===== config.mk =====
export PLATFORM = sky130hd
export DESIGN_NAME = plane_half_space_voxel_crop
export DESIGN_NICKNAME = d
export VERILOG_FILES = /design/src/hdl/phsvc_pkg.sv /design/src/hdl/plane_half_space_voxel_crop.sv /design/src/hdl/phsvc_tracker.sv /design/src/hdl/phsvc_out_buf.sv
export SDC_FILE = /design/constraint.sdc
export NUM_CORES = 1
export LEC_CHECK = 0
export BUFFER_PORTS_ARGS = -buffer_cell sky130_fd_sc_hd__buf_2
export CAP_MARGIN = 20
export CORE_MARGIN = 10
export CORE_UTILIZATION = 35
export DETAILED_ROUTE_END_ITERATION = 16
export GPL_TIMING_DRIVEN = 0
export PLACE_DENSITY_LB_ADDON = 0.05
export SETUP_SLACK_MARGIN = 0.5
export SKIP_CTS_REPAIR_TIMING = 1
export SLEW_MARGIN = 0
export SYNTH_ARGS = -nofsm -noshare
export SYNTH_HDL_FRONTEND = slang
export SYNTH_HIERARCHICAL = 1
export SYNTH_SLANG_ARGS = --single-unit

===== constraint.sdc =====
create_clock -name clk_i -period 9.3 [get_ports clk_i]
set_input_delay 1.395 -clock clk_i [delete_from_list [all_inputs] [get_ports clk_i]]
set_output_delay 1.395 -clock clk_i [all_outputs]
set_load 0.01 [all_outputs]

===== src/hdl/phsvc_pkg.sv =====
`timescale 1ns / 1ps

package phsvc_pkg;

  localparam int unsigned MAX_DIM    = 4096;
  localparam int unsigned VOXEL_BITS = 16;
  localparam int unsigned FRAC_BITS  = 20;
  localparam int unsigned SIDE_BITS  = 27 + FRAC_BITS + 1;
  localparam int unsigned STEP_BITS  = 11 + FRAC_BITS + 1;
  localparam int unsigned DIM_BITS   = $clog2(MAX_DIM);
  localparam int unsigned SIZE_BITS  = DIM_BITS + 1;
  localparam int unsigned CFG_DATA_BITS = SIDE_BITS;
  localparam int unsigned CFG_IDX_BITS  = 3;

  typedef logic signed [SIDE_BITS-1:0] side_t;
  typedef logic signed [STEP_BITS-1:0] step_t;
  typedef logic [DIM_BITS-1:0]         dim_t;
  typedef logic [SIZE_BITS-1:0]        size_t;
  typedef logic [VOXEL_BITS-1:0]       voxel_t;

  typedef enum logic [CFG_IDX_BITS-1:0] {
    REG_SIDE_AT_ORIGIN   = 3'd0,
    REG_I_STEP           = 3'd1,
    REG_J_STEP           = 3'd2,
    REG_K_STEP           = 3'd3,
    REG_ROW_LENGTH       = 3'd4,
    REG_ROWS_PER_SLICE   = 3'd5,
    REG_KEEP_INSIDE      = 3'd6,
    REG_BACKGROUND_VALUE = 3'd7
  } cfg_idx_e;

  typedef struct packed {
    side_t  side_at_origin;
    step_t  i_step;
    step_t  j_step;
    step_t  k_step;
    size_t  row_length;
    size_t  rows_per_slice;
    logic   keep_inside;
    voxel_t background_value;
  } cfg_t;

  typedef struct packed {
    voxel_t value;
    logic   kept;
  } res_t;

  // Distance add clamped to the signed distance range.
  function automatic side_t sat_add(side_t a, step_t b);
    logic signed [SIDE_BITS:0] sum;
    side_t                     res;
    sum = {a[SIDE_BITS-1], a} + (SIDE_BITS+1)'(b);
    if (sum[SIDE_BITS] != sum[SIDE_BITS-1]) begin
      res = sum[SIDE_BITS] ? {1'b1, {(SIDE_BITS-1){1'b0}}} : {1'b0, {(SIDE_BITS-1){1'b1}}};
    end else begin
      res = sum[SIDE_BITS-1:0];
    end
    return res;
  endfunction

  // Size zero counts as one, anything above MAX_DIM as MAX_DIM.
  function automatic size_t eff_size(size_t v);
    size_t res;
    if (v == '0) begin
      res = SIZE_BITS'(1);
    end else if (v > SIZE_BITS'(MAX_DIM)) begin
      res = SIZE_BITS'(MAX_DIM);
    end else begin
      res = v;
    end
    return res;
  endfunction

endpackage


===== src/hdl/plane_half_space_voxel_crop.sv =====
`timescale 1ns / 1ps
// A result is computed combinationally and registered in the output buffer.
// Throughput: one voxel per cycle; a two-entry output buffer takes a new
// voxel while one result waits, and stall rises only when both are held.
// Reset (async, active low): position and distances clear, registers
// return to their defaults, output buffer empties.

module plane_half_space_voxel_crop (
  input  logic                                  clk_i,
  input  logic                                  rst_ni,
  input  logic                                  cfg_we_i,
  input  logic [phsvc_pkg::CFG_IDX_BITS-1:0]    cfg_idx_i,
  input  logic [phsvc_pkg::CFG_DATA_BITS-1:0]   cfg_data_i,
  input  logic                                  in_valid_i,
  output logic                                  in_stall_o,
  input  logic [phsvc_pkg::VOXEL_BITS-1:0]      voxel_value_i,
  input  logic                                  start_of_volume_i,
  output logic                                  out_valid_o,
  input  logic                                  out_stall_i,
  output logic [phsvc_pkg::VOXEL_BITS-1:0]      out_value_o,
  output logic                                  kept_o
);

  phsvc_pkg::cfg_t cfg_q;
  phsvc_pkg::res_t res, out_res;
  logic            accept, full;

  always_ff @(posedge clk_i or negedge rst_ni) begin
    if (!rst_ni) begin
      cfg_q.side_at_origin   <= '0;
      cfg_q.i_step           <= '0;
      cfg_q.j_step           <= '0;
      cfg_q.k_step           <= '0;
      cfg_q.row_length       <= phsvc_pkg::SIZE_BITS'(1);
      cfg_q.rows_per_slice   <= phsvc_pkg::SIZE_BITS'(1);
      cfg_q.keep_inside      <= 1'b1;
      cfg_q.background_value <= '0;
    end else if (cfg_we_i) begin
      case (cfg_idx_i)
        phsvc_pkg::REG_SIDE_AT_ORIGIN: begin
          cfg_q.side_at_origin <= cfg_data_i[phsvc_pkg::SIDE_BITS-1:0];
        end
        phsvc_pkg::REG_I_STEP: begin
          cfg_q.i_step <= cfg_data_i[phsvc_pkg::STEP_BITS-1:0];
        end
        phsvc_pkg::REG_J_STEP: begin
          cfg_q.j_step <= cfg_data_i[phsvc_pkg::STEP_BITS-1:0];
        end
        phsvc_pkg::REG_K_STEP: begin
          cfg_q.k_step <= cfg_data_i[phsvc_pkg::STEP_BITS-1:0];
        end
        phsvc_pkg::REG_ROW_LENGTH: begin
          cfg_q.row_length <= cfg_data_i[phsvc_pkg::SIZE_BITS-1:0];
        end
        phsvc_pkg::REG_ROWS_PER_SLICE: begin
          cfg_q.rows_per_slice <= cfg_data_i[phsvc_pkg::SIZE_BITS-1:0];
        end
        phsvc_pkg::REG_KEEP_INSIDE: begin
          cfg_q.keep_inside <= cfg_data_i[0];
        end
        phsvc_pkg::REG_BACKGROUND_VALUE: begin
          cfg_q.background_value <= cfg_data_i[phsvc_pkg::VOXEL_BITS-1:0];
        end
        default: begin
        end
      endcase
    end
  end

  assign accept     = in_valid_i && !full;
  assign in_stall_o = full;

  phsvc_tracker u_tracker (
    .clk_i             (clk_i),
    .rst_ni            (rst_ni),
    .cfg_i             (cfg_q),
    .en_i              (accept),
    .voxel_value_i     (voxel_value_i),
    .start_of_volume_i (start_of_volume_i),
    .res_o             (res)
  );

  phsvc_out_buf u_out_buf (
    .clk_i       (clk_i),
    .rst_ni      (rst_ni),
    .push_i      (accept),
    .push_res_i  (res),
    .full_o      (full),
    .out_valid_o (out_valid_o),
    .out_stall_i (out_stall_i),
    .out_res_o   (out_res)
  );

  assign out_value_o = out_res.value;
  assign kept_o      = out_res.kept;

endmodule


===== src/hdl/phsvc_tracker.sv =====
`timescale 1ns / 1ps

module phsvc_tracker (
  input  logic                clk_i,
  input  logic                rst_ni,
  input  phsvc_pkg::cfg_t     cfg_i,
  input  logic                en_i,
  input  phsvc_pkg::voxel_t   voxel_value_i,
  input  logic                start_of_volume_i,
  output phsvc_pkg::res_t     res_o
);

  phsvc_pkg::dim_t  col_q, col_d, row_q, row_d, slc_q, slc_d;
  phsvc_pkg::dim_t  col_c, row_c, slc_c;
  phsvc_pkg::side_t run_q, run_d, row_side_q, row_side_d, slc_side_q, slc_side_d;
  phsvc_pkg::side_t run_c, row_side_c, slc_side_c;
  phsvc_pkg::size_t len, rows;
  logic             col_end, row_end, normal_side, keep;

  assign len  = phsvc_pkg::eff_size(cfg_i.row_length);
  assign rows = phsvc_pkg::eff_size(cfg_i.rows_per_slice);

  // start of volume overrides the stored position before judging
  assign col_c      = start_of_volume_i ? '0 : col_q;
  assign row_c      = start_of_volume_i ? '0 : row_q;
  assign slc_c      = start_of_volume_i ? '0 : slc_q;
  assign run_c      = start_of_volume_i ? cfg_i.side_at_origin : run_q;
  assign row_side_c = start_of_volume_i ? cfg_i.side_at_origin : row_side_q;
  assign slc_side_c = start_of_volume_i ? cfg_i.side_at_origin : slc_side_q;

  assign normal_side = !run_c[phsvc_pkg::SIDE_BITS-1] && (run_c != '0);
  assign keep        = cfg_i.keep_inside ? normal_side : !normal_side;

  assign res_o.kept  = keep;
  assign res_o.value = keep ? voxel_value_i : cfg_i.background_value;

  assign col_end = ({1'b0, col_c} + phsvc_pkg::SIZE_BITS'(1)) >= len;
  assign row_end = ({1'b0, row_c} + phsvc_pkg::SIZE_BITS'(1)) >= rows;

  always_comb begin
    col_d      = col_c;
    row_d      = row_c;
    slc_d      = slc_c;
    run_d      = run_c;
    row_side_d = row_side_c;
    slc_side_d = slc_side_c;
    if (!col_end) begin
      col_d = col_c + phsvc_pkg::DIM_BITS'(1);
      run_d = phsvc_pkg::sat_add(run_c, cfg_i.i_step);
    end else begin
      col_d = '0;
      if (!row_end) begin
        row_d      = row_c + phsvc_pkg::DIM_BITS'(1);
        row_side_d = phsvc_pkg::sat_add(row_side_c, cfg_i.j_step);
      end else begin
        row_d      = '0;
        slc_d      = slc_c + phsvc_pkg::DIM_BITS'(1);
        slc_side_d = phsvc_pkg::sat_add(slc_side_c, cfg_i.k_step);
        row_side_d = slc_side_d;
      end
      run_d = row_side_d;
    end
  end

  always_ff @(posedge clk_i or negedge rst_ni) begin
    if (!rst_ni) begin
      col_q      <= '0;
      row_q      <= '0;
      slc_q      <= '0;
      run_q      <= '0;
      row_side_q <= '0;
      slc_side_q <= '0;
    end else if (en_i) begin
      col_q      <= col_d;
      row_q      <= row_d;
      slc_q      <= slc_d;
      run_q      <= run_d;
      row_side_q <= row_side_d;
      slc_side_q <= slc_side_d;
    end
  end

endmodule


===== src/hdl/phsvc_out_buf.sv =====
`timescale 1ns / 1ps

module phsvc_out_buf (
  input  logic            clk_i,
  input  logic            rst_ni,
  input  logic            push_i,
  input  phsvc_pkg::res_t push_res_i,
  output logic            full_o,
  output logic            out_valid_o,
  input  logic            out_stall_i,
  output phsvc_pkg::res_t out_res_o
);

  logic            main_v_q, main_v_d, skid_v_q, skid_v_d;
  phsvc_pkg::res_t main_q, main_d, skid_q, skid_d;

  always_comb begin
    main_v_d = main_v_q;
    main_d   = main_q;
    skid_v_d = skid_v_q;
    skid_d   = skid_q;
    if (!main_v_q || !out_stall_i) begin
      main_v_d = skid_v_q || push_i;
      main_d   = skid_v_q ? skid_q : push_res_i;
      skid_v_d = 1'b0;
    end else if (push_i) begin
      skid_v_d = 1'b1;
      skid_d   = push_res_i;
    end
  end

  always_ff @(posedge clk_i or negedge rst_ni) begin
    if (!rst_ni) begin
      main_v_q <= 1'b0;
      skid_v_q <= 1'b0;
    end else begin
      main_v_q <= main_v_d;
      skid_v_q <= skid_v_d;
    end
  end

  always_ff @(posedge clk_i) begin
    main_q <= main_d;
    skid_q <= skid_d;
  end

  assign full_o      = skid_v_q;
  assign out_valid_o = main_v_q;
  assign out_res_o   = main_q;

endmodule


* Yosys cells after proc, flatten, opt, wreduce, memory -nomap -nowiden
Cells that the tools add are included.
Word-level totals: flip-flop bits (word level) 391, input bits 73, output and inout port bits 19, word-level logic and storage cells 92
Operators by class: $add $sub $neg 7, $lt $le $gt $ge 4, equal/unequal tests 10, mux-type cells 28, bitwise logic cells 1, reduce and logical (&&, ||, !) cells 23
Operators by type and width (number):
- 48-bit two-way mux | 14
- 48-bit by 32-bit adder with 49-bit output | 3
- 12-bit two-way mux | 5
- 13-bit two-way mux | 4
- 48-bit nonzero test | 1
- 12-bit by 1-bit adder with 13-bit output (second input constant) | 2
- 13-bit >= comparator | 2
- 13-bit greater-than comparator (second input constant) | 2
- 13-bit zero test | 2
- 12-bit by 1-bit adder with 12-bit output (second input constant) | 2
- 2-bit AND reduction | 9
- 17-bit two-way mux | 1
- 16-bit two-way mux | 1
- 3-bit == test (second input constant) | 4
- 3-bit by 2-bit == test with 1-bit output (second input constant) | 2
- 1-bit zero test | 5
- 3-bit by 1-bit == test with 1-bit output (second input constant) | 1
- 3-bit zero test | 1
- 1-bit two-way mux | 3
- 1-bit inequality test | 3
- 1-bit logical AND | 2
- 1-bit logical OR | 2
- 2-bit nonzero test | 1
- 1-bit NOT | 1

* Logic depth before layout (Yosys ltp)
Gate-level depths: netlist of the first run.
word-level depth 7, depth in mapped cells 27, depth with buffers taken out 18

* Hierarchy
Netlist of the first run, hierarchy kept.
Modules (own cells, without submodules):
- phsvc_tracker | times used 1, cells each 2675, area each 19510.0 µm², sequential area each 4204.0 µm²
- plane_half_space_voxel_crop | times used 1, cells each 405, area each 7105.6 µm², sequential area each 4683.2 µm²
- phsvc_out_buf | times used 1, cells each 59, area each 1353.8 µm², sequential area each 1071.0 µm²

* Worst setup path before layout of the first run
No wires, ideal clock.
path type input -> register, start input port start_of_volume_i, end register u_tracker.run_q[42], library setup time 0.142 ns, arrival 5.910 ns, required time 9.158 ns, slack 3.249 ns, cell stages on the path 21, buffers on the path 8, cell sequence buf_2 > clkbuf_1 > clkbuf_1 > clkbuf_1 > clkbuf_1 > clkbuf_1 > nor2b_1 > ha_1 > and3_1 > nand4_1 > o21ai_0 > ha_1 > a2111oi_0 > a211o_1 > a21oi_1 > o211ai_1 > clkbuf_1 > nor2_4 > buf_2 > a221oi_1 > a32oi_1
On the way: cells in the longest elaborated chain, start to end 6, elaborated cells between the ends (all ways) 23, those cells by class add/sub: 5; order compare: 2; eq/ne: 3; mux: 13
Ends and longest elaborated chain:
- from (decl) | RTL line plane_half_space_voxel_crop.sv:17 | input logic start_of_volume_i,
- branches (longest 5 deep; another with 12-bit by 1-bit adder with 13-bit output)
- 48-bit two-way mux * | RTL line phsvc_tracker.sv:47 | if (!col_end) begin
- to (signal assigned) | RTL line phsvc_tracker.sv:77 | run_q <= run_d;
- to (decl) | RTL line phsvc_tracker.sv:15 | phsvc_pkg::side_t run_q, run_d, row_side_q, row_side_d, slc_side_q, slc_side_d;
Mark *: on every way between the ends. A chain may end at the register's enable or synchronous reset.

* Worst setup path in the final report of the first run
start input port start_of_volume_i, end register u_tracker.row_side_q[37]
On the way: cells in the longest elaborated chain, start to end 6, elaborated cells between the ends (all ways) 18, those cells by class add/sub: 4; order compare: 2; eq/ne: 2; mux: 10
Ends and longest elaborated chain:
- branches (longest 5 deep; another with 12-bit by 1-bit adder with 13-bit output)
- 48-bit two-way mux * | RTL line phsvc_tracker.sv:47
- to (signal assigned) | RTL line phsvc_tracker.sv:78 | row_side_q <= row_side_d;
- to (decl) | RTL line phsvc_tracker.sv:15
Marks and branches as above.

==> reports/results.ini, run 1 <==
[outcome]
outcome=complete, no violations

[layout]
final_layout_size_suffix_gt1_share_pct=14.7
area_growth_pct=13.6
nets=3539

[clocking]
worstSkewPairLatency_ns=0.63
cts_buffer_depth=3
cts_tree=built
cts_made_buffers=50
clkSinkCount=391
cts.htree.levels=2
cts.clk_slew.worst_paths_ns=0.06
cts-root-buf=clkbuf_16

[pwr]
seq_power_share_pct=25.6
power_mw=9.53
ir_drop_mv=0.145
pwr-share-comb_pct=51.9
pwr-share-clk_pct=22.5
switchingPower_mw=4.28
leakagePower_nw=14.0
intPower_mw=5.25
swShare_pct=44.9
power_density_nw_per_um2=300

[die]
die_area_um2=91600
coreArea_um2=79100
initial_core_util_pct=35.3
die_h_um=303
ioPinCount=92
die_width_um=303
num_rows=103

[timing]
layout_min_cycle_time_ns=8.77
fmax_ghz=0.114
final_max_slew_viol_count=0
worst_slew_pin_slew_ns=1.26
setup_viol=0
skew_ns=0.0326
hold_viol_final=0
tns_ns=0
slew_headroom_pct=15.2
fin_ws_ns=0.529
fin_crit_sh_pct=94.3
rsz0062_at_grt=true

[placed_design]
pre_cts_ws_ns=-1.47
hpwl_um=95600
port_buffers=87
routabilityCongestion=0.960

[yosys]
synth-seq-cells=391
yosys_warnings=6
synth_edf_count=34
ys_seq_area_share_pct=35.6
syn_inst=3139
syn-cell-area_um2=28000
synth.avg_cell_area_um2=8.91
synthesis.nets=3387
yosysUniqueCellTypes=93
synthArstFlopShare_pct=91.3
synth_flop_cell=dfrtp_1

[grt]
track_usage_pct=26.3
grt_max_degree=109
grt_pass1_vias=25500
antenna_found_initial=9
grt_pass1_wl_um=177000
overflow=0

[detailed_routing]
drt-total-wl_um=124000
firstDrtPassIters=6
routed_via_density=5.91
ant_nets=0
routedWlPerCell_um=28.2
drtIter0Drc=2399
drc=0
via_count=25900

[min_path]
hp-class=flop to flop
hold_path_startpoint=u_tracker/row_q[7]
holdPathEnd=u_tracker/row_q[7]
whs_path_depth=1

[worst_setup_path]
rr_startpoint=cfg_q[140]
reg2reg_slack_ns=2.71
r2r-end=u_tracker/run_q[28]
end_kind=flop
cp.required_ns=9.74
ff2ff_path_depth=17
path_class=primary input to flop
path_max_fanout=10
timing.critical_path.from=start_of_volume_i
crit_path_start_kind=primary input
worstPathArrival_ns=9.21

[flow_run]
maxCapViolations=0

==> worst max-delay path by stage <==
stage | endpoint | slack (ns) | cells after the start
floorplan | u_tracker/run_q[42] | 3.25 | 21
global placement | u_tracker/run_q[42] | -1.41 | 19
detailed placement | u_tracker/run_q[42] | -1.47 | 19
CTS | u_tracker/run_q[42] | -0.76 | 19
global route | u_tracker/run_q[42] | 0.45 | 19
finish | u_tracker/row_side_q[37] | 0.53 | 18
==> flip-flops by register name, indices dropped and copies added (netlist names) <==
name / flops
u_tracker/row_q: 12
u_tracker/run_q: 48
u_out_buf/out_res_o: 17
u_tracker/col_q: 12
u_tracker/row_side_q: 48
cfg_q: 187
u_out_buf/out_valid_o: 1
u_tracker/slc_side_q: 48
u_out_buf/full_o: 1
u_out_buf/skid_q: 17
==> synthesized netlist by cell type, drive strengths merged, types with 11 or more instances <==
library cell	number	share of area (%)
dfrtp	354	32
nand2	315	4.2
a21oi	305	5.5
o21ai	291	5.3
mux2	221	9.2
inv	198	2.7
ha	172	7.7
nor2	150	2.0
clkbuf	138	1.9
xnor2	78	2.4
a21o	75	2.0
xor2	66	2.1
nand4	60	1.4
buf	56	1.3
a2bb2oi	54	1.7
nand3	51	0.91
o211ai	41	1.2
a31oi	37	0.83
nor3	36	0.68
edfxtp	34	3.7
and2	30	0.67
nor4	29	0.65
o21bai	27	0.72
a211oi	22	0.59
nand2b	22	0.52
nor2b	22	0.49
o21a	21	0.56
o31ai	20	0.54
and3	16	0.36
a211o	14	0.44
o2bb2ai	13	0.41
a221oi	12	0.38
a21boi	11	0.30
or3	11	0.25
==> cell families after synthesis <==
family          Yosys count  share of synthesized area, %
xor+xnor                144                          4.51
compound gates         1037                          23.6
fa+ha+maj               175                          7.91
simple gates            774                          13.2
mux                     226                          9.39
buf+inv                 392                          5.80
flops                   391                          35.6
==> layer usage <==
| layer | share of wire, % | wire (um) | vias up | track usage, % |
|---|---|---|---|---|
| met2 | 46 | 56400 | 1048 | 42.6 |
| met4 | 3.5 | 4390 | 0 | 8.44 |
| met5 | 0 | 0 | - | 0 |
| met1 | 44 | 54100 | 12900 | 35.4 |
| met3 | 7.2 | 8900 | 205 | 4.36 |
| li1 | - | - | 11700 | - |
==> critical path, cell delays in order <==
cell and delay (ns):
buf_2 0.26, clkbuf_1 0.57, clkbuf_2 0.46, clkbuf_1 0.57, clkbuf_2 0.51, clkbuf_2 0.47, o21ai_0 0.24, ha_1 0.30
a211oi_1 0.39, o211ai_1 0.26, a21oi_1 0.64, a21oi_1 0.43, nor3b_1 0.30, o32a_1 0.38, o41a_2 0.46, clkbuf_1 0.84
nand3_1 0.41, a2bb2oi_1 0.24
==> power groups by stage <==
stage               sequential, mW  combinational, mW  clock [mW]
global placement              2.46               4.72           0
floorplan                     2.37               3.28           0
detailed placement            2.46               4.79           0
CTS                           2.43               4.82        2.19
global route                  2.48               5.33        2.26
finish                        2.44               4.94        2.15
==> placed cells by master (no fill, tap or decap), types with 66 or more instances in the layout <==
| cell type | Yosys | final |
|---|---|---|
| xnor2_1 | 78 | 78 |
| inv_1 | 198 | 198 |
| nand2_1 | 315 | 315 |
| clkbuf_1 | 136 | 132 |
| a21oi_1 | 303 | 303 |
| buf_2 | 34 | 122 |
| dfrtp_1 | 354 | 354 |
| xor2_1 | 66 | 66 |
| ha_1 | 172 | 172 |
| a21o_1 | 75 | 75 |
| o21ai_0 | 280 | 279 |
| mux2_2 | 167 | 167 |
| nor2_1 | 149 | 149 |
==> through the flow <==
stage          util [%]  hold WS, ns  cells  cell area [um2]
2_1_floorplan         -        0.447   3139            28000
3_3_place_gp       37.6        0.469   4276            29700
3_5_place_dp       37.8        0.468   4289            29900
4_1_cts            40.1        0.482   4382            31700
5_1_grt            40.1        0.502   4382            31800
6_report           40.1        0.485   4384            31800
==> layout make-up <==
cell class	count	area, um2
Fill cell	8052	47400
Multi-Input combinational cell	2356	16400
Sequential cell	391	9960
Clock buffer	62	1380
Tap cell	1050	1310
Buffer	194	895
Inverter	198	743
Timing Repair Buffer	100	647
Clock inverter	31	420
Antenna cell	2	5.00
Note: power is estimated with default switching activity, not from simulation.
==> run 2: changes to the inputs <==
Settings changed: SLEW_MARGIN 0 to default.
Clock period 9.3 ns to 9.6 ns, I/O delays scaled along.
==> run 2 against run 1 <==
Effect of this change:
- die area is the same
- count of clock-buffer cells in the layout is the same
- critical path depth is the same
- clock skew grew 0.00051 ns
- first-iteration DRC count grew 0.29%
- register-to-register slack gained 0.45 ns
- utilization is essentially flat
==> reports/results.ini, run 2 (synthesis gave the netlist of run 1 again) <==
[die]
die_h_um=303
num_rows=103
die_area_um2=91600
die_width_um=303
ioPinCount=92
coreArea_um2=79100
initial_core_util_pct=35.3

[layout]
final_cell_mix=dfrtp_1 (354), nand2_1 (315), a21oi_1 (303), o21ai_0 (279), inv_1 (198)
area_growth_pct=13.6
final_common_cell=dfrtp_1
nets=3539
stdcell_count=4384
n_fill_cell=8053
final_layout_size_suffix_gt1_share_pct=14.6
top_register=cfg_q
largest_reg_flops=187
fin_area_um2=31800

[grt]
overflow=0
grt_max_degree=109
grt_pass1_vias=25500
track_usage_pct=26.3
antenna_found_initial=9
grt_pass1_wl_um=177000
grtUsageMet3_pct=4.36
use_met2_pct=42.6
grt-busiest-layer=met2
grt_use_met1_pct=35.4

[min_path]
hp-class=flop to flop

[worst_setup_path]
crit_path_start_kind=primary input
end_kind=flop
path_buf_inv=7
critical_path.top_delay_family=buffers and inverters
worstPathCellList=buf_2 -> clkbuf_1 -> clkbuf_2 -> clkbuf_1 -> clkbuf_2 -> clkbuf_2 -> o21ai_0 -> ha_1 -> a211oi_1 -> o211ai_1 -> a21oi_1 -> a21oi_1 -> nor3b_1 -> o32a_1 -> o41a_1 -> clkbuf_1 -> nand3_1 -> a2bb2oi_1
path_max_fanout=10
cp.required_ns=10.04
slowest_stage=clkbuf_1
path_class=primary input to flop
worstPathArrival_ns=9.54
crit_path_max_incr_delay_ns=0.85

[clocking]
cts.htree.levels=2
worstSkewPairLatency_ns=0.63
cts-root-buf=clkbuf_16
cts_made_buffers=50
clkSinkCount=391
cts_tree=built
cts.clk_slew.worst_paths_ns=0.06
cts_buffer_depth=3

[placed_design]
placed_area_um2=29900
routabilityCongestion=0.960
port_buffers=87
pre_cts_ws_ns=-1.22
post-place-cells=4289
hpwl_um=95600

[detailed_routing]
drtIter0Drc=2406
ant_nets=0
routedWlPerCell_um=28.2
firstDrtPassIters=6
via_count=25900
drc=0
routed_via_density=5.91
drt-total-wl_um=124000

[timing]
final_max_slew_viol_count=0
rsz0062_at_grt=false
fin_crit_sh_pct=94.8
layout_min_cycle_time_ns=9.10
skew_ns=0.0331
fmax_ghz=0.110
tns_ns=0
fin_ws_ns=0.503
setup_viol=0
worst_slew_pin_slew_ns=1.27
slew_headroom_pct=14.1
hold_viol_final=0

[pwr]
leakagePower_nw=14.0
ir_drop_mv=0.141
power_density_nw_per_um2=290

[flow_run]
maxCapViolations=0

[outcome]
outcome=complete, no violations

## run 2: routing by layer
| layer | routed length (um) | vias up |
|---|---|---|
| li1 | - | 11700 |
| met4 | 4370 | 0 |
| met1 | 53800 | 12900 |
| met2 | 56300 | 1083 |
| met5 | 0 | - |
| met3 | 9120 | 199 |
## run 2: power breakdown
group / total, mW / switching, mW / internal [mW]
sequential: 2.36 / 0.248 / 2.11
clock: 2.08 / 0.838 / 1.24
combinational: 4.79 / 3.05 / 1.73
## run 2: cell type report
cell class | count | area, um2 | share of cell area, %
multi-input cells | 2356 | 16400 | 51.7
flip-flops and latches | 391 | 9960 | 31.3
clock buffers | 62 | 1380 | 4.33
well taps | 1050 | 1310 | 4.14
plain buffers | 194 | 893 | 2.81
inverters | 198 | 743 | 2.34
repair buffers | 100 | 647 | 2.04
clock inverters | 31 | 420 | 1.32
diodes | 2 | 5.00 | 0.0158
## run 2: final timing paths
| kind | startpoint | end | slack (ns) | cells past startpoint |
|---|---|---|---|---|
| max in group asynchronous | rst_ni | cfg_q[169] | 7.48 | 3 |
| setup / recovery | start_of_volume_i | u_tracker/row_side_q[37] | 0.50 | 18 |
| setup reg to reg | cfg_q[140] | u_tracker/run_q[25] | 3.16 | 17 |
| hold / removal | cfg_q[148] | cfg_q[148] | 0.49 | 1 |
| hold reg to reg | cfg_q[148] | cfg_q[148] | 0.49 | 1 |
| min in group asynchronous | rst_ni | cfg_q[10] | 0.73 | 1 |
## run 2: metrics by stage
| stage | util (%) | hold WS (ns) | power [mW] |
|---|---|---|---|
| after floorplan | - | 0.447 | 5.47 |
| final | 40.1 | 0.490 | 9.23 |
| after global placement | 37.6 | 0.469 | 6.95 |
| after global routing | 40.1 | 0.502 | 9.75 |
| after detailed placement | 37.8 | 0.468 | 7.03 |
| after CTS | 40.1 | 0.482 | 9.15 |
